**src/hw/rtl/scta_pkg.sv**
```systemverilog
// shared types, scan code constants and the key translation rom
// for the scan code to ascii block; no dependencies

package scta_pkg;

    // character store depth default
    localparam int FIFO_DEPTH_DEF = 16;
    // entries in the op queue between front and back
    localparam int QUEUE_DEPTH    = 2;
    localparam int QUEUE_AW       = $clog2(QUEUE_DEPTH);
    localparam int QUEUE_CW       = $clog2(QUEUE_DEPTH + 1);

    // set-1 make codes with special handling
    localparam logic [6:0] SC_LSHIFT = 7'h2A;
    localparam logic [6:0] SC_RSHIFT = 7'h36;
    localparam logic [6:0] SC_CAPS   = 7'h3A;
    localparam logic [6:0] SC_NUM    = 7'h45;
    localparam logic [6:0] SC_SCROLL = 7'h46;

    // lock masks, same bit order as the led bits
    localparam logic [2:0] LK_SCROLL = 3'b001;
    localparam logic [2:0] LK_NUM    = 3'b010;
    localparam logic [2:0] LK_CAPS   = 3'b100;

    localparam logic [7:0] CHAR_NONE = 8'hFF;

    // operations handed from front to back
    typedef enum logic [3:0] {
        OP_NOP,
        OP_READ,
        OP_PRESS,
        OP_LSHIFT_DN,
        OP_LSHIFT_UP,
        OP_RSHIFT_DN,
        OP_RSHIFT_UP,
        OP_LOCK_DN,
        OP_LOCK_UP
    } t_op;

    typedef struct packed {
        t_op         op;
        logic [2:0]  lock_mask;
        logic [31:0] rom_word;   // plain, shifted, caps, num from msb down
    } t_op_item;

    // status from back end, used by the top-level checks
    typedef struct packed {
        logic [8:0] count;       // wide enough for the largest depth
        logic       exec;
    } t_back_status;

    // fixed translation rom: plain | shifted | caps | num
    function automatic logic [31:0] key_rom(input logic [6:0] code);
        logic [31:0] w;
        case (code)
            7'h02: w = 32'h31210000;
            7'h03: w = 32'h32400000;
            7'h04: w = 32'h33230000;
            7'h05: w = 32'h34240000;
            7'h06: w = 32'h35250000;
            7'h07: w = 32'h365e0000;
            7'h08: w = 32'h37260000;
            7'h09: w = 32'h382a0000;
            7'h0A: w = 32'h39280000;
            7'h0B: w = 32'h30290000;
            7'h0C: w = 32'h2d5f0000;
            7'h0D: w = 32'h3d2b0000;
            7'h10: w = 32'h71515100;
            7'h11: w = 32'h77575700;
            7'h12: w = 32'h65454500;
            7'h13: w = 32'h72525200;
            7'h14: w = 32'h74545400;
            7'h15: w = 32'h79595900;
            7'h16: w = 32'h75555500;
            7'h17: w = 32'h69494900;
            7'h18: w = 32'h6f4f4f00;
            7'h19: w = 32'h70505000;
            7'h1A: w = 32'h5b7b0000;
            7'h1B: w = 32'h5d7d0000;
            7'h1C: w = 32'h0d0d0d0d;
            7'h1E: w = 32'h61414100;
            7'h1F: w = 32'h73535300;
            7'h20: w = 32'h64444400;
            7'h21: w = 32'h66464600;
            7'h22: w = 32'h67474700;
            7'h23: w = 32'h68484800;
            7'h24: w = 32'h6a4a4a00;
            7'h25: w = 32'h6b4b4b00;
            7'h26: w = 32'h6c4c4c00;
            7'h27: w = 32'h3b3a0000;
            7'h28: w = 32'h27220000;
            7'h29: w = 32'h607e0000;
            7'h2B: w = 32'h5c7c0000;
            7'h2C: w = 32'h7a5a5a00;
            7'h2D: w = 32'h78585800;
            7'h2E: w = 32'h63434300;
            7'h2F: w = 32'h76565600;
            7'h30: w = 32'h62424200;
            7'h31: w = 32'h6e4e4e00;
            7'h32: w = 32'h6d4d4d00;
            7'h33: w = 32'h2c3c0000;
            7'h34: w = 32'h2e3e0000;
            7'h35: w = 32'h2f3f0000;
            7'h39: w = 32'h20202020;
            7'h47: w = 32'h00000037;
            7'h48: w = 32'h00000038;
            7'h49: w = 32'h00000039;
            7'h4A: w = 32'h2d2d2d2d;
            7'h4B: w = 32'h00000034;
            7'h4C: w = 32'h00000035;
            7'h4D: w = 32'h00000036;
            7'h4E: w = 32'h2b2b2b2b;
            7'h4F: w = 32'h00000031;
            7'h50: w = 32'h00000032;
            7'h51: w = 32'h00000033;
            7'h52: w = 32'h00000030;
            7'h53: w = 32'h0000002e;
            default: w = 32'h00000000;
        endcase
        return w;
    endfunction

endpackage

```
**src/hw/rtl/scan_code_to_ascii_fifo_core.sv**
```systemverilog
// scan code to ascii translator top level: front classifier, op queue,
// back end with character fifo; depends on scta_pkg and all scta modules
// throughput: one beat per cycle unless stalled, set by the single back-end exec stage
// path: each op waits in the two-entry queue, then executes and its result is
//   registered in the back-end output register; a stalled output keeps it queued
// reset: synchronous, active low; clears key, lock and fifo pointer state,
//   the character store itself is not cleared

module scan_code_to_ascii_fifo_core
    import scta_pkg::*;
#(
    parameter int FIFO_DEPTH = FIFO_DEPTH_DEF
) (
    input  logic        i_clk,
    input  logic        i_rst_n,
    input  logic        i_s_tvalid,
    output logic        o_s_tready,
    input  logic [7:0]  i_s_tdata,   // [7:0] key code
    input  logic        i_s_tuser,   // [0] cmd
    output logic        o_m_tvalid,
    input  logic        i_m_tready,
    output logic [23:0] o_m_tdata,   // [7:0] read_char, [10:8] led_bits, [11] led_write,
                                     // [16:12] fill_count, [17] dropped, [23:18] zero
    output logic        o_m_tuser    // [0] char_valid
);

    t_op_item            w_front_item;
    t_op_item            w_back_item;
    logic                w_q_full;
    logic                w_q_valid;
    logic                w_pop;
    logic                w_push;
    logic [QUEUE_CW-1:0] w_q_level;
    t_back_status        w_status;
    logic [7:0]          w_read_char;
    logic [2:0]          w_led_bits;
    logic                w_led_write;
    logic [4:0]          w_fill;
    logic                w_dropped;

    assign o_s_tready = !w_q_full;
    assign w_push     = i_s_tvalid && !w_q_full;

    scta_front u_front (
        .i_cmd      (i_s_tuser),
        .i_key_byte (i_s_tdata),
        .o_item     (w_front_item)
    );

    scta_queue u_queue (
        .i_clk   (i_clk),
        .i_rst_n (i_rst_n),
        .i_push  (w_push),
        .i_item  (w_front_item),
        .o_full  (w_q_full),
        .i_pop   (w_pop),
        .o_valid (w_q_valid),
        .o_item  (w_back_item),
        .o_level (w_q_level)
    );

    scta_back #(
        .FIFO_DEPTH (FIFO_DEPTH)
    ) u_back (
        .i_clk        (i_clk),
        .i_rst_n      (i_rst_n),
        .i_valid      (w_q_valid),
        .i_item       (w_back_item),
        .o_pop        (w_pop),
        .o_out_valid  (o_m_tvalid),
        .i_out_ready  (i_m_tready),
        .o_read_char  (w_read_char),
        .o_char_valid (o_m_tuser),
        .o_led_bits   (w_led_bits),
        .o_led_write  (w_led_write),
        .o_fill_count (w_fill),
        .o_dropped    (w_dropped),
        .o_status     (w_status)
    );

    assign o_m_tdata = {6'b000000, w_dropped, w_fill, w_led_write, w_led_bits, w_read_char};

    // fifo occupancy never passes its depth
    a_count_bound: assert property (@(posedge i_clk) disable iff (!i_rst_n)
        w_status.count <= 9'(FIFO_DEPTH))
        else $error("character fifo count above depth");

    // queue level stays within its slots and never pops empty
    a_queue_sane: assert property (@(posedge i_clk) disable iff (!i_rst_n)
        (w_q_level <= QUEUE_CW'(QUEUE_DEPTH)) && (!w_status.exec || w_q_valid))
        else $error("op queue level or pop out of range");

    // a result not taken from the fifo carries the empty marker
    a_no_char: assert property (@(posedge i_clk) disable iff (!i_rst_n)
        o_m_tvalid && !o_m_tuser |-> o_m_tdata[7:0] == CHAR_NONE)
        else $error("read_char not 0xff without a popped character");

    // a drop is only reported with the fifo full
    a_drop_full: assert property (@(posedge i_clk) disable iff (!i_rst_n)
        o_m_tvalid && o_m_tdata[17] |-> o_m_tdata[16:12] == 5'(FIFO_DEPTH))
        else $error("drop reported with room in the fifo");

endmodule

```
**src/hw/rtl/scta_ram.sv**
```systemverilog
// generic single-write, single-read ram with registered read data
// no dependencies

module scta_ram #(
    parameter int WIDTH = 8,
    parameter int DEPTH = 16
) (
    input  logic                     i_clk,
    input  logic                     i_we,
    input  logic [$clog2(DEPTH)-1:0] i_waddr,
    input  logic [WIDTH-1:0]         i_wdata,
    input  logic                     i_re,
    input  logic [$clog2(DEPTH)-1:0] i_raddr,
    output logic [WIDTH-1:0]         o_rdata
);

    logic [WIDTH-1:0] r_mem [DEPTH];
    logic [WIDTH-1:0] r_rdata;

    // write port and registered read port
    always_ff @(posedge i_clk) begin
        if (i_we) begin
            r_mem[i_waddr] <= i_wdata;
        end
        if (i_re) begin
            r_rdata <= r_mem[i_raddr];
        end
    end

    assign o_rdata = r_rdata;

endmodule

```
**src/hw/rtl/scta_front.sv**
```systemverilog
// front end: classifies input beats into back-end operations and
// looks up the rom word; depends on scta_pkg

module scta_front
    import scta_pkg::*;
(
    input  logic     i_cmd,
    input  logic [7:0] i_key_byte,
    output t_op_item o_item
);

    logic [6:0] w_key;

    assign w_key = i_key_byte[6:0];

    // decode command, make and break codes
    always_comb begin
        o_item.op        = OP_NOP;
        o_item.lock_mask = 3'b000;
        o_item.rom_word  = key_rom(w_key);
        if (i_cmd) begin
            o_item.op = OP_READ;
        end else if (!i_key_byte[7]) begin
            case (w_key)
                SC_LSHIFT: o_item.op = OP_LSHIFT_DN;
                SC_RSHIFT: o_item.op = OP_RSHIFT_DN;
                SC_CAPS: begin
                    o_item.op        = OP_LOCK_DN;
                    o_item.lock_mask = LK_CAPS;
                end
                SC_NUM: begin
                    o_item.op        = OP_LOCK_DN;
                    o_item.lock_mask = LK_NUM;
                end
                SC_SCROLL: begin
                    o_item.op        = OP_LOCK_DN;
                    o_item.lock_mask = LK_SCROLL;
                end
                default: o_item.op = OP_PRESS;
            endcase
        end else begin
            case (w_key)
                SC_LSHIFT: o_item.op = OP_LSHIFT_UP;
                SC_RSHIFT: o_item.op = OP_RSHIFT_UP;
                SC_CAPS: begin
                    o_item.op        = OP_LOCK_UP;
                    o_item.lock_mask = LK_CAPS;
                end
                SC_NUM: begin
                    o_item.op        = OP_LOCK_UP;
                    o_item.lock_mask = LK_NUM;
                end
                SC_SCROLL: begin
                    o_item.op        = OP_LOCK_UP;
                    o_item.lock_mask = LK_SCROLL;
                end
                default: o_item.op = OP_NOP;
            endcase
        end
    end

endmodule

```
**src/hw/rtl/scta_queue.sv**
```systemverilog
// short op queue between front and back end
// depends on scta_pkg

module scta_queue
    import scta_pkg::*;
(
    input  logic                i_clk,
    input  logic                i_rst_n,
    input  logic                i_push,
    input  t_op_item            i_item,
    output logic                o_full,
    input  logic                i_pop,
    output logic                o_valid,
    output t_op_item            o_item,
    output logic [QUEUE_CW-1:0] o_level
);

    t_op_item            r_slot [QUEUE_DEPTH];
    logic [QUEUE_AW-1:0] r_wptr;
    logic [QUEUE_AW-1:0] r_rptr;
    logic [QUEUE_CW-1:0] r_level;
    logic [QUEUE_AW-1:0] n_wptr;
    logic [QUEUE_AW-1:0] n_rptr;
    logic [QUEUE_CW-1:0] n_level;

    // pointer and level update
    always_comb begin
        n_wptr  = r_wptr;
        n_rptr  = r_rptr;
        n_level = r_level;
        if (i_push) begin
            n_wptr = (r_wptr == QUEUE_AW'(QUEUE_DEPTH - 1)) ? '0 : r_wptr + 1'b1;
        end
        if (i_pop) begin
            n_rptr = (r_rptr == QUEUE_AW'(QUEUE_DEPTH - 1)) ? '0 : r_rptr + 1'b1;
        end
        if (i_push && !i_pop) begin
            n_level = r_level + 1'b1;
        end else if (!i_push && i_pop) begin
            n_level = r_level - 1'b1;
        end
    end

    always_ff @(posedge i_clk) begin
        if (!i_rst_n) begin
            r_wptr  <= '0;
            r_rptr  <= '0;
            r_level <= '0;
        end else begin
            r_wptr  <= n_wptr;
            r_rptr  <= n_rptr;
            r_level <= n_level;
        end
    end

    // slot storage
    always_ff @(posedge i_clk) begin
        if (i_push) begin
            r_slot[r_wptr] <= i_item;
        end
    end

    assign o_full  = (r_level == QUEUE_CW'(QUEUE_DEPTH));
    assign o_valid = (r_level != '0);
    assign o_item  = r_slot[r_rptr];
    assign o_level = r_level;

endmodule

```
**src/hw/rtl/scta_back.sv**
```systemverilog
// back end: key state, lock leds, character fifo and output register
// depends on scta_pkg and scta_ram

module scta_back
    import scta_pkg::*;
#(
    parameter int FIFO_DEPTH = FIFO_DEPTH_DEF
) (
    input  logic         i_clk,
    input  logic         i_rst_n,
    input  logic         i_valid,
    input  t_op_item     i_item,
    output logic         o_pop,
    output logic         o_out_valid,
    input  logic         i_out_ready,
    output logic [7:0]   o_read_char,
    output logic         o_char_valid,
    output logic [2:0]   o_led_bits,
    output logic         o_led_write,
    output logic [4:0]   o_fill_count,
    output logic         o_dropped,
    output t_back_status o_status
);

    localparam int PW = $clog2(FIFO_DEPTH);
    localparam int CW = $clog2(FIFO_DEPTH + 1);

    logic          r_shift_l;
    logic          r_shift_r;
    logic [2:0]    r_lock_active;
    logic [2:0]    r_lock_held;
    logic [PW-1:0] r_wptr;
    logic [PW-1:0] r_rptr;
    logic [CW-1:0] r_count;
    logic          n_shift_l;
    logic          n_shift_r;
    logic [2:0]    n_lock_active;
    logic [2:0]    n_lock_held;
    logic [PW-1:0] n_wptr;
    logic [PW-1:0] n_rptr;
    logic [CW-1:0] n_count;

    logic          r_out_valid;
    logic          r_from_ram;
    logic          r_led_write;
    logic          r_dropped;
    logic [4:0]    r_fill;
    logic          n_from_ram;
    logic          n_led_write;
    logic          n_dropped;

    logic          w_exec;
    logic          w_we;
    logic          w_re;
    logic [7:0]    w_char;
    logic [7:0]    w_ram_q;

    // one op executes whenever the output slot frees up
    assign w_exec = i_valid && (!r_out_valid || i_out_ready);
    assign o_pop  = w_exec;

    // translate the rom word with current shift and lock state
    always_comb begin
        if (r_shift_l || r_shift_r) begin
            w_char = i_item.rom_word[23:16];
        end else begin
            w_char = i_item.rom_word[31:24];
            if (i_item.rom_word[15:8] != 8'h00 && (r_lock_active & LK_CAPS) != 3'b000) begin
                w_char = i_item.rom_word[15:8];
            end
            if (i_item.rom_word[7:0] != 8'h00 && (r_lock_active & LK_NUM) != 3'b000) begin
                w_char = i_item.rom_word[7:0];
            end
        end
    end

    // execute one operation
    always_comb begin
        n_shift_l     = r_shift_l;
        n_shift_r     = r_shift_r;
        n_lock_active = r_lock_active;
        n_lock_held   = r_lock_held;
        n_wptr        = r_wptr;
        n_rptr        = r_rptr;
        n_count       = r_count;
        n_from_ram    = 1'b0;
        n_led_write   = 1'b0;
        n_dropped     = 1'b0;
        w_we          = 1'b0;
        w_re          = 1'b0;
        case (i_item.op)
            OP_READ: begin
                if (r_count != '0) begin
                    w_re       = w_exec;
                    n_from_ram = 1'b1;
                    n_rptr     = (r_rptr == PW'(FIFO_DEPTH - 1)) ? '0 : r_rptr + 1'b1;
                    n_count    = r_count - 1'b1;
                end
            end
            OP_PRESS: begin
                if (r_count < CW'(FIFO_DEPTH)) begin
                    w_we    = w_exec;
                    n_wptr  = (r_wptr == PW'(FIFO_DEPTH - 1)) ? '0 : r_wptr + 1'b1;
                    n_count = r_count + 1'b1;
                end else begin
                    n_dropped = 1'b1;
                end
            end
            OP_LSHIFT_DN: n_shift_l = 1'b1;
            OP_LSHIFT_UP: n_shift_l = 1'b0;
            OP_RSHIFT_DN: n_shift_r = 1'b1;
            OP_RSHIFT_UP: n_shift_r = 1'b0;
            OP_LOCK_DN: begin
                if ((r_lock_held & i_item.lock_mask) == 3'b000) begin
                    n_lock_active = r_lock_active ^ i_item.lock_mask;
                    n_lock_held   = r_lock_held | i_item.lock_mask;
                    n_led_write   = 1'b1;
                end
            end
            OP_LOCK_UP: n_lock_held = r_lock_held & ~i_item.lock_mask;
            default: ;
        endcase
    end

    // key state and fifo pointers
    always_ff @(posedge i_clk) begin
        if (!i_rst_n) begin
            r_shift_l     <= 1'b0;
            r_shift_r     <= 1'b0;
            r_lock_active <= 3'b000;
            r_lock_held   <= 3'b000;
            r_wptr        <= '0;
            r_rptr        <= '0;
            r_count       <= '0;
        end else if (w_exec) begin
            r_shift_l     <= n_shift_l;
            r_shift_r     <= n_shift_r;
            r_lock_active <= n_lock_active;
            r_lock_held   <= n_lock_held;
            r_wptr        <= n_wptr;
            r_rptr        <= n_rptr;
            r_count       <= n_count;
        end
    end

    // output register; read data lands in the ram output register
    always_ff @(posedge i_clk) begin
        if (!i_rst_n) begin
            r_out_valid <= 1'b0;
        end else if (w_exec) begin
            r_out_valid <= 1'b1;
        end else if (i_out_ready) begin
            r_out_valid <= 1'b0;
        end
    end

    always_ff @(posedge i_clk) begin
        if (w_exec) begin
            r_from_ram  <= n_from_ram;
            r_led_write <= n_led_write;
            r_dropped   <= n_dropped;
            r_fill      <= 5'(n_count);
        end
    end

    scta_ram #(
        .WIDTH (8),
        .DEPTH (FIFO_DEPTH)
    ) u_char_store (
        .i_clk   (i_clk),
        .i_we    (w_we),
        .i_waddr (r_wptr),
        .i_wdata (w_char),
        .i_re    (w_re),
        .i_raddr (r_rptr),
        .o_rdata (w_ram_q)
    );

    // led bits follow the lock state, which only moves on a toggle
    assign o_out_valid  = r_out_valid;
    assign o_read_char  = r_from_ram ? w_ram_q : CHAR_NONE;
    assign o_char_valid = r_from_ram;
    assign o_led_bits   = r_lock_active;
    assign o_led_write  = r_led_write;
    assign o_fill_count = r_fill;
    assign o_dropped    = r_dropped;

    assign o_status.count = 9'(r_count);
    assign o_status.exec  = w_exec;

endmodule

```
**config.mk**
```make
export PLATFORM = sky130hd
export DESIGN_NAME = scan_code_to_ascii_fifo_core
export DESIGN_NICKNAME = d
export VERILOG_FILES = /design/src/hw/rtl/scta_pkg.sv /design/src/hw/rtl/scan_code_to_ascii_fifo_core.sv /design/src/hw/rtl/scta_ram.sv /design/src/hw/rtl/scta_front.sv /design/src/hw/rtl/scta_queue.sv /design/src/hw/rtl/scta_back.sv
export SDC_FILE = /design/constraint.sdc
export NUM_CORES = 1
export LEC_CHECK = 0
export ABC_AREA = 1
export BUFFER_PORTS_ARGS = -buffer_cell sky130_fd_sc_hd__buf_2
export CORE_MARGIN = 4
export CORE_UTILIZATION = 57
export CTS_BUF_LIST = sky130_fd_sc_hd__clkbuf_4 sky130_fd_sc_hd__clkbuf_8
export CTS_CLUSTER_DIAMETER = 60
export DETAILED_ROUTE_END_ITERATION = 8
export GPL_TIMING_DRIVEN = 0
export PLACE_DENSITY = 0.74
export SLEW_MARGIN = 20
export SYNTH_ARGS = -nofsm -noshare
export SYNTH_HDL_FRONTEND = slang
export SYNTH_HIERARCHICAL = 1
export SYNTH_MEMORY_MAX_BITS = 65536
export SYNTH_SLANG_ARGS = --single-unit
```
**constraint.sdc**
```tcl
create_clock -name i_clk -period 7.6 [get_ports i_clk]
set_input_delay 0 -clock i_clk [delete_from_list [all_inputs] [get_ports i_clk]]
set_output_delay 0 -clock i_clk [all_outputs]
set_load 0.01 [all_outputs]
```
==> results.md, run 1 <==
- Detailed Routing Iterations Pass 1: 5
- Total chip power: ~0.0042 W
- Routed wire length: about 31 mm
- Vias in the first global route: around 9400
- Synth Cell Area: roughly 13000 sq um
- Root Buffer: clkbuf_8
- Cells after Synth: 1399
- Crit path kind: flop to flop
- Clk Latency, worst-skew pair: between 0.5 and 0.6 ns
- Starting Density: 58.6%
- Die W: between 150 and 200 um
- Max_slew headroom: 37.4%
- RSZ-0062 raised after global routing: false
- Worst hold path class: input pin to flop
- Yosys warns: 6
- # IOs: 40
- Max IR drop VDD: between 0.15 and 0.2 mV
- Arrival time of the worst setup path: ~3.1 ns
- Worst-case clock buffer depth: 3
- DP HPWL: between 20 and 25 mm
- Pin count of the biggest net entering global routing: 24
- Sequential share of power: between 40% and 50%
- Crit path required time: about 8 ns
- Status: finished, final reports clean
- DR WL/cell: between 15 and 20 um
- Layout area overhead: 12.7%
- Filler cell count: around 1800
- Clk_skew: between 0.02 and 0.03 ns
- CTS tree: built
- Total CTS buffers: 42
- Area after DPL: around 14000 sq um
- Sw power: approximately 0.0013 W
- First-pass GRT wire length: around 50 mm
- Die area: between 20000 and 30000 sq um
- Fin cells: roughly 1800
- Min Tclk post-route: 2.97 ns
- Hold slack final: about 0.14 ns
- Fmax: about 0.34 GHz
- Core Area: 22000 sq um
- Antenna viol nets, final: 0
- Logic pwr share: between 20% and 30%
- Global-route total usage across every layer: ~26%
- Int Pwr: just under 0.003 W
- Row count: 54
- CP Launch Type: flop
- Avg Vias per Cell: between 5 and 6
- PD cells: between 200 and 300 nW/um^2
- Antenna violations before repair: 0
- Number of remaining DRC errors: 0
- Final net count: approximately 1500
- Clock slew at reported path FFs: roughly 0.060 ns
- CTS Sinks: about 250
- Initial DRC count: roughly 850
- Tcrit/Tclk final: approximately two fifths
- Fin area: about 15000 sq um
- Antenna diodes: 0
- Sw frac: approximately a third
- Mean Syn Cell Area: ~9.2 sq um
- Max-cap violations: 0
- Final TNS setup: 0 ns
- Die Height: about 160 um
- H-tree level count: 2
- Placed Cells: between 1500 and 2000
- Slew Viols, Final: 0
- Layout cells sized above 1: 17.5%
- Clock Power Share: slightly below 30%
- Vias: 9750
- Worst setup EP type: flop
- Slew @ Worst Pin: just over 0.9 ns
- Final hold vios: 0
- Hold Path Depth: 5
- Port bufs: 30
- Global placer's final weighted congestion: ~0.95
- Gr ovfl total: 0
- Pleak: 6.49 nW
- Worst r2r path cells: 9
- Peak fanout along the critical path: 10
- Setup-violating endpoint count in the final report: 0
[worst max-delay path, stage by stage, from the launching register on]
cell and delay [ns]:
dfxtp_1 0.36, buf_4 0.24, mux2_2 0.39, inv_1 0.09
nand2_2 0.10, nor2_4 0.22, nand3_4 0.14, clkinv_4 0.10
nand3b_1 0.17, nor2_1 0.76
[power groups by stage]
stage / combinational, W / sequential, W / clock (W)
floorplan: 0.000791 / 0.00184 / 0
detailed placement: 0.00117 / 0.00184 / 0
CTS: 0.00118 / 0.00182 / 0.00126
global route: 0.00130 / 0.00183 / 0.00133
finish: 0.00118 / 0.00182 / 0.00123
global placement: 0.00110 / 0.00185 / 0
[final cells by class]
| type | instances | area [sq um] | share of cell area, % |
|---|---|---|---|
| Sequential cell | 249 | 7210 | 49.5 |
| Multi-Input combinational cell | 889 | 4490 | 30.9 |
| Clock buffer | 68 | 823 | 5.66 |
| Inverter | 206 | 787 | 5.41 |
| Buffer | 64 | 490 | 3.37 |
| Tap cell | 280 | 350 | 2.41 |
| Timing Repair Buffer | 44 | 328 | 2.25 |
| Clock inverter | 8 | 71.3 | 0.490 |
[cell usage in the layout (no fill, tap or decap), types with 5 or more instances in the layout]
master and n:
inv_2 11, mux2_4 10, o21ai_0 16, a21oi_2 9, nand2_1 410, o21ai_1 6, nand3_1 185, clkbuf_8 51
a21oi_1 37, buf_2 50, buf_6 16, conb_1 11, nor2_4 11, edfxtp_1 222, mux2_2 29, nor2_1 79
o211ai_1 6, ha_1 16, nand2_2 12, buf_4 22, dfxtp_1 27, dlygate4sd3_1 10, nand4_1 14, inv_1 191
nor2_2 5, nor3_1 6, clkbuf_4 18
[worst paths after layout]
kind                                          endpoint          from  slack (ns)
min reg2reg                                       flop          flop        0.48
max          u_back/u_char_store/r_mem[9][5]$_DFFE_PP_          flop        4.63
max reg2reg  u_back/u_char_store/r_mem[9][5]$_DFFE_PP_          flop        4.63
min                    u_queue/r_slot[0][33]$_DFFE_PP_  i_s_tdata[2]        0.14
[per-stage QoR]
stage	util [%]	setup WS [ns]
2_1_floorplan	-	4.89
3_3_place_gp	61.1	3.95
6_report	66.1	4.63
3_5_place_dp	61.5	4.62
4_1_cts	66.1	4.60
5_1_grt	66.1	4.41
[per-layer routing]
metal	vias to the layer above	part of all wire (%)	wire length, um	global-route usage, %
met5	-	0	0	0
met4	0	3.7	1160	10.3
met3	81	6.9	2170	4.21
met2	390	48	15100	42.7
met1	4509	41	13100	33.6
li1	4770	-	-	-
[flip-flops by register name, summed over array words and instances (netlist names), 2 cells and up, named ones only]
register,cells
u_back/r_wptr,4
u_back/r_count,5
u_back/u_char_store/r_mem,128
u_queue/r_slot,78
u_back/o_led_bits,3
u_back/o_fill_count,5
u_back/u_char_store/o_rdata,8
u_queue/o_level,2
u_back/r_rptr,4
[timing repair]
action,in CTS,in global routing
endpoints found under the hold margin,39,0
hold buffers,10,0
setup buffers,0,0
resized for setup,0,0
Power figures use the tool's default switching activity.
==> run 2, diff against run 1 <==
ABC_AREA = 0   (was 1)
PLACE_DENSITY = 0.77   (was 0.74)
clock period = 2.5 ns   (was 7.6 ns; I/O delays follow)
==> results.md, run 2 <==
- Status: finished, violations left (was finished, final reports clean)
- Violated checks: setup timing
- Port bufs: 31 (was 30)
- Global-route total usage across every layer: 26.8% (was 25.6%)
- Layout area overhead: 21.5% (was 12.7%)
- Worst r2r path cells: 7 (was 9)
- Clk_skew: 0.0402 ns (was 0.0293 ns)
- Setup-violating endpoint count in the final report: 218 (was 0)
- Final hold vios: 0 (unchanged)
- Slew Viols, Final: 0 (unchanged)
- PD cells: 845 nW/um^2 (was 291 nW/um^2)
- DR WL/cell: 24.6 um (was 17.4 um)
- Layout cells sized above 1: 30.4% (was 17.5%)
- Worst setup EP type: flop (unchanged)
- Clk Latency, worst-skew pair: 0.55 ns (about the same)
- Crit path kind: flop to flop (unchanged)
- Die W: 153 um (was 159 um)
- H-tree level count: 2 (unchanged)
- Initial DRC count: 823 (was 851)
- Max IR drop VDD: 0.781 mV (was 0.193 mV)
- CTS Sinks: 249 (unchanged)
- Root Buffer: clkbuf_8 (unchanged)
- Antenna viol nets, final: 0 (unchanged)
- Placed Cells: 1191 (was 1722)
- # IOs: 40 (unchanged)
- Commonest non-fill, non-tap cells in the layout: edfxtp_1 (222), nand2_1 (60), buf_2 (49), clkbuf_8 (46), o21ai_0 (46) (was nand2_1 (410), edfxtp_1 (222), inv_1 (191), nand3_1 (185), nor2_1 (79))
- Number of remaining DRC errors: 0 (unchanged)
- Fin cells: 1310 (was 1808)
- Detailed Routing Iterations Pass 1: 6 (was 5)
- Fmax: 0.374 GHz (was 0.337 GHz)
- Yosys warns: 6 (unchanged)
- Final Worst Setup Slack: -0.176 ns (was 4.63 ns)
- Die area: 23300 sq um (was 25100 sq um)
- Gr ovfl total: 0 (unchanged)
- Most flops, register: u_back/u_char_store/r_mem (unchanged)
- Synth Cell Area: 11900 sq um (was 12900 sq um)
- Max_slew headroom: 30.2% (was 37.4%)
- Mean Syn Cell Area: 13.5 sq um (was 9.23 sq um)
- Max reg flops: 128 (unchanged)
- Peak fanout along the critical path: 16 (was 10)
- Pleak: 5.02 nW (was 6.49 nW)
- Cells after Synth: 879 (was 1399)
- Most common cell after layout, fill and taps aside: edfxtp_1 (was nand2_1)
- Min Tclk post-route: 2.68 ns (was 2.97 ns)
- Fin area: 14500 sq um (was 14600 sq um)
- Starting Density: 58.5% (was 58.6%)
- Global placer's final weighted congestion: 1.02 (was 0.950)
- Vias in the first global route: 8344 (was 9357)
- Antenna diodes: 0 (unchanged)
- Place WS: -0.879 ns (was 4.62 ns)
- Hold Path Depth: 3 (was 5)
- Clock slew at reported path FFs: 0.07 ns (was 0.06 ns)
- Routed wire length: 32.3 mm (was 31.5 mm)
- Worst-case clock buffer depth: 3 (unchanged)
- First-pass GRT wire length: 48.3 mm (was 49.8 mm)
- Slew @ Worst Pin: 1.05 ns (was 0.935 ns)
- CTS tree: built (unchanged)
- RSZ-0062 raised after global routing: true (was false)
- Avg Vias per Cell: 6.40 (was 5.39)
- Worst hold path class: input pin to flop (unchanged)
- Pin count of the biggest net entering global routing: 31 (was 24)
- Die Height: 153 um (was 159 um)
- Arrival time of the worst setup path: 2.94 ns (was 3.14 ns)
- Final TNS setup: -19.79 ns (was 0 ns)
- Final net count: 1042 (was 1525)
- DP HPWL: 19.8 mm (was 22.4 mm)
- Hold slack final: 0.137 ns (was 0.140 ns)
- Tcrit/Tclk final: 107% (was 39.0%)
- Vias: 8384 (was 9750)
- Crit path required time: 2.77 ns (was 7.77 ns)
- Row count: 52 (was 54)
- Area after DPL: 12700 sq um (was 13600 sq um)
- Antenna violations before repair: 0 (unchanged)
- CP Launch Type: flop (unchanged)
- Core Area: 20400 sq um (was 22000 sq um)
- Total CTS buffers: 41 (was 42)
- Max-cap violations: 0 (unchanged)
run 2: where the power goes:
| group | internal, W | switching (W) | total [W] |
|---|---|---|---|
| sequential | 0.00527 | 0.000155 | 0.00542 |
| clock | 0.00199 | 0.00156 | 0.00355 |
| combinational | 0.00145 | 0.00180 | 0.00325 |
run 2: through the flow:
step	power (W)	utilization [%]
finish	0.0122	71.0
floorplan	0.00714	-
global route	0.0127	71.0
global placement	0.00786	62.0
detailed placement	0.00792	62.2
CTS	0.0120	70.3
run 2: path summary, 6_finish.rpt:
check                                         start                                   endpoint  slack, ns
setup / recovery                               flop  u_back/u_char_store/r_mem[6][4]$_DFFE_PP_      -0.18
hold / removal                           i_s_tvalid            u_queue/r_slot[0][38]$_DFFE_PP_       0.14
setup reg to reg                               flop  u_back/u_char_store/r_mem[6][4]$_DFFE_PP_      -0.18
hold reg to reg   u_back/o_led_bits[0]$_SDFFE_PN0P_          u_back/o_led_bits[0]$_SDFFE_PN0P_       0.47
run 2: final cells by class:
class,instances,area (sq um)
Buffer,61,444
Clock buffer,61,739
Clock inverter,9,67.6
Fill cell,1306,5900
Inverter,20,77.6
Multi-Input combinational cell,558,4760
Sequential cell,249,7210
Tap cell,270,338
Timing Repair Buffer,82,828
run 2: repair_timing:
action,in CTS,in global routing
setup endpoints to repair,273,267
gates cloned,0,1
buffers inserted,34,7
gates resized for setup,72,14
hold buffers,7,0
pin swaps,26,21
hold endpoints to repair,28,0
run 2: critical path, stage by stage, from the launching register on:
cell and delay, ns:
dfxtp_4 0.38, buf_12 0.15, mux2_2 0.37, or4_4 0.57, o21a_4 0.30, a221oi_4 0.32, o31ai_4 0.12, buf_12 0.19
run 2: routing by layer:
| metal | up-vias | track usage, % | wire, um |
|---|---|---|---|
| li1 | 3691 | - | - |
| met1 | 4156 | 36.7 | 12800 |
| met2 | 449 | 43.6 | 15800 |
| met3 | 88 | 4.43 | 2480 |
| met4 | 0 | 10.1 | 1130 |
| met5 | - | 0 | 0 |
==> run 3, diff against run 2 <==
BUFFER_PORTS_ARGS = -buffer_cell sky130_fd_sc_hd__buf_4   (was -buffer_cell sky130_fd_sc_hd__buf_2)
==> results.md, run 3 (synthesis results as in run 2) <==
- Hold Path Depth: 3 (unchanged)
- Max-cap violations: 0 (unchanged)
- RSZ-0062 raised after global routing: true (unchanged)
- DP HPWL: 19.9 mm (was 19.8 mm)
- Routed wire length: 33.3 mm (was 32.3 mm)
- # IOs: 40 (unchanged)
- Layout area overhead: 23.4% (was 21.5%)
- Tcrit/Tclk final: 110% (was 107%)
- Slew @ Worst Pin: 0.850 ns (was 1.05 ns)
- Crit path required time: 2.77 ns (about the same)
- Worst Hold Launch: i_s_tdata[5] (was i_s_tvalid)
- Final hold vios: 0 (unchanged)
- Grt met3 use: 5.37% (was 4.43%)
- Register-to-register setup slack: -0.24 ns (was -0.18 ns)
- Peak fanout along the critical path: 16 (unchanged)
- Final net count: 1056 (was 1042)
- Area after DPL: 12800 sq um (was 12700 sq um)
- Violated checks: setup timing (unchanged)
- CTS tree: built (unchanged)
- Met1 Use GR: 37.3% (was 36.7%)
- Die W: 153 um (unchanged)
- Worst-case clock buffer depth: 3 (unchanged)
- Place WS: -0.879 ns (about the same)
- H-tree level count: 2 (unchanged)
- Crit path kind: flop to flop (unchanged)
- Fmax: 0.365 GHz (was 0.374 GHz)
- Core Area: 20400 sq um (unchanged)
- Final TNS setup: -37.49 ns (was -19.79 ns)
- Reg2Reg Capture Point: u_back/u_char_store/r_mem[12][2]$_DFFE_PP_ (was u_back/u_char_store/r_mem[6][4]$_DFFE_PP_)
- Status: finished, violations left (unchanged)
- Pin count of the biggest net entering global routing: 31 (unchanged)
- Total chip power: 0.0123 W (was 0.0122 W)
- Filler cell count: 1246 (was 1306)
- Most flops, register: u_back/u_char_store/r_mem (unchanged)
- Antenna violations before repair: 0 (unchanged)
- Setup-violating endpoint count in the final report: 268 (was 218)
- Global placer's final weighted congestion: 1.02 (about the same)
- Total CTS buffers: 39 (was 41)
- Number of remaining DRC errors: 0 (unchanged)
- Fin cells: 1321 (was 1310)
- Max IR drop VDD: 0.539 mV (was 0.781 mV)
- Clock slew at reported path FFs: 0.06 ns (was 0.07 ns)
- Max_slew headroom: 42.9% (was 30.2%)
- Worst setup EP type: flop (unchanged)
- Worst r2r path cells: 8 (was 7)
- Commonest non-fill, non-tap cells in the layout: edfxtp_1 (222), buf_4 (78), nand2_1 (60), o21ai_0 (43) (was edfxtp_1 (222), nand2_1 (60), buf_2 (49), clkbuf_8 (46), o21ai_0 (46))
- PD cells: 836 nW/um^2 (was 845 nW/um^2)
- Worst hold path class: input pin to flop (unchanged)
- Most common cell after layout, fill and taps aside: edfxtp_1 (unchanged)
- Vias in the first global route: 8440 (was 8344)
- Min Tclk post-route: 2.74 ns (was 2.68 ns)
- Gr ovfl total: 0 (unchanged)
- Pleak: 5.12 nW (was 5.02 nW)
- Clk_skew: 0.0340 ns (was 0.0402 ns)
- Detailed Routing Iterations Pass 1: 8 (was 6)
- Arrival time of the worst setup path: 3.01 ns (was 2.94 ns)
- Vias: 8545 (was 8384)
- Starting Density: 58.5% (unchanged)
- CTS Sinks: 249 (unchanged)
- Fin area: 14700 sq um (was 14500 sq um)
- Antenna diodes: 0 (unchanged)
- Root Buffer: clkbuf_8 (unchanged)
- Antenna viol nets, final: 0 (unchanged)
- Layout cells sized above 1: 31.4% (was 30.4%)
- CP Launch Type: flop (unchanged)
- Avg Vias per Cell: 6.47 (was 6.40)
- Port bufs: 31 (unchanged)
- Slew Viols, Final: 0 (unchanged)
- Met2 Use GR: 47.1% (was 43.6%)
- GR peak layer: met2 (unchanged)
- Placed Cells: 1191 (unchanged)
- Hold endpoint: u_queue/r_slot[0][4]$_DFFE_PP_ (was u_queue/r_slot[0][38]$_DFFE_PP_)
- Global-route total usage across every layer: 28.1% (was 26.8%)
- Die Height: 153 um (unchanged)
- Final Worst Setup Slack: -0.241 ns (was -0.176 ns)
- DR WL/cell: 25.2 um (was 24.6 um)
- Initial DRC count: 950 (was 823)
- Die area: 23300 sq um (unchanged)
- Row count: 52 (unchanged)
- Max reg flops: 128 (unchanged)
- First-pass GRT wire length: 50.8 mm (was 48.3 mm)
- Clk Latency, worst-skew pair: 0.55 ns (about the same)
==> run 3: changes by cell type in the layout (fill, tap and decap cells not counted), moves of 3 or more <==
cell / delta
clkbuf_4: -7
o21ai_0: -3
buf_4: +46
clkbuf_8: -5
buf_2: -31
clkinvlp_4: +4
==> run 3: report_power, final <==
group	switching, W	internal [W]
logic	0.00186	0.00164
registers	0.000167	0.00527
clock network	0.00159	0.00176
==> run 3: worst max path at each step <==
stage | start | cells past startpoint | slack (ns) | to
6_report | flop | 8 | -0.24 | u_back/u_char_store/r_mem[12][2]$_DFFE_PP_
5_1_grt | flop | 8 | -0.27 | u_back/u_char_store/r_mem[12][2]$_DFFE_PP_
4_1_cts | flop | 10 | -0.17 | u_back/u_char_store/r_mem[12][7]$_DFFE_PP_
3_5_place_dp | flop | 8 | -0.88 | u_back/u_char_store/r_mem[3][7]$_DFFE_PP_
3_3_place_gp | flop | 8 | -0.82 | u_back/u_char_store/r_mem[1][7]$_DFFE_PP_
2_1_floorplan | flop | 7 | -0.20 | u_back/u_char_store/r_mem[1][0]$_DFFE_PP_
==> run 3: timing repair <==
| action | CTS | global route |
|---|---|---|
| resized for setup | 83 | 17 |
| gates cloned | 1 | 1 |
| hold buffers | 6 | 0 |
| endpoints found under the setup margin | 273 | 251 |
| endpoints found under the hold margin | 28 | 0 |
| pin swaps | 33 | 13 |
| buffers inserted | 43 | 15 |
==> run 3: final cells by class <==
class / count / area [sq um] / area share (%)
clock inverters: 15 / 104 / 0.707
clock buffers: 50 / 632 / 4.30
well taps: 270 / 338 / 2.30
repair buffers: 99 / 1090 / 7.40
inverters: 20 / 91.3 / 0.622
flip-flops and latches: 249 / 7210 / 49.1
plain buffers: 60 / 428 / 2.91
multi-input cells: 558 / 4800 / 32.7
==> run 3: through the flow <==
stage,utilization (%),hold slack [ns]
CTS,71.1,0.0894
finish,72.2,0.127
global placement,62.4,0.324
floorplan,-,0.118
detailed placement,62.6,0.322
global route,72.2,0.144
==> run 3: routing by layer <==
| metal | up-vias | wire length, um |
|---|---|---|
| met4 | 0 | 1050 |
| met1 | 4223 | 12700 |
| li1 | 3720 | - |
| met5 | - | 0 |
| met3 | 81 | 2980 |
| met2 | 521 | 16500 |
==> run 3: worst max-delay path, cell delays in order, from the launching register on <==
cell	delay, ns
dfxtp_4	0.39
buf_12	0.15
mux2_4	0.33
or4_4	0.57
o21a_4	0.27
buf_12	0.15
a221oi_4	0.27
o31ai_4	0.12
buf_12	0.19
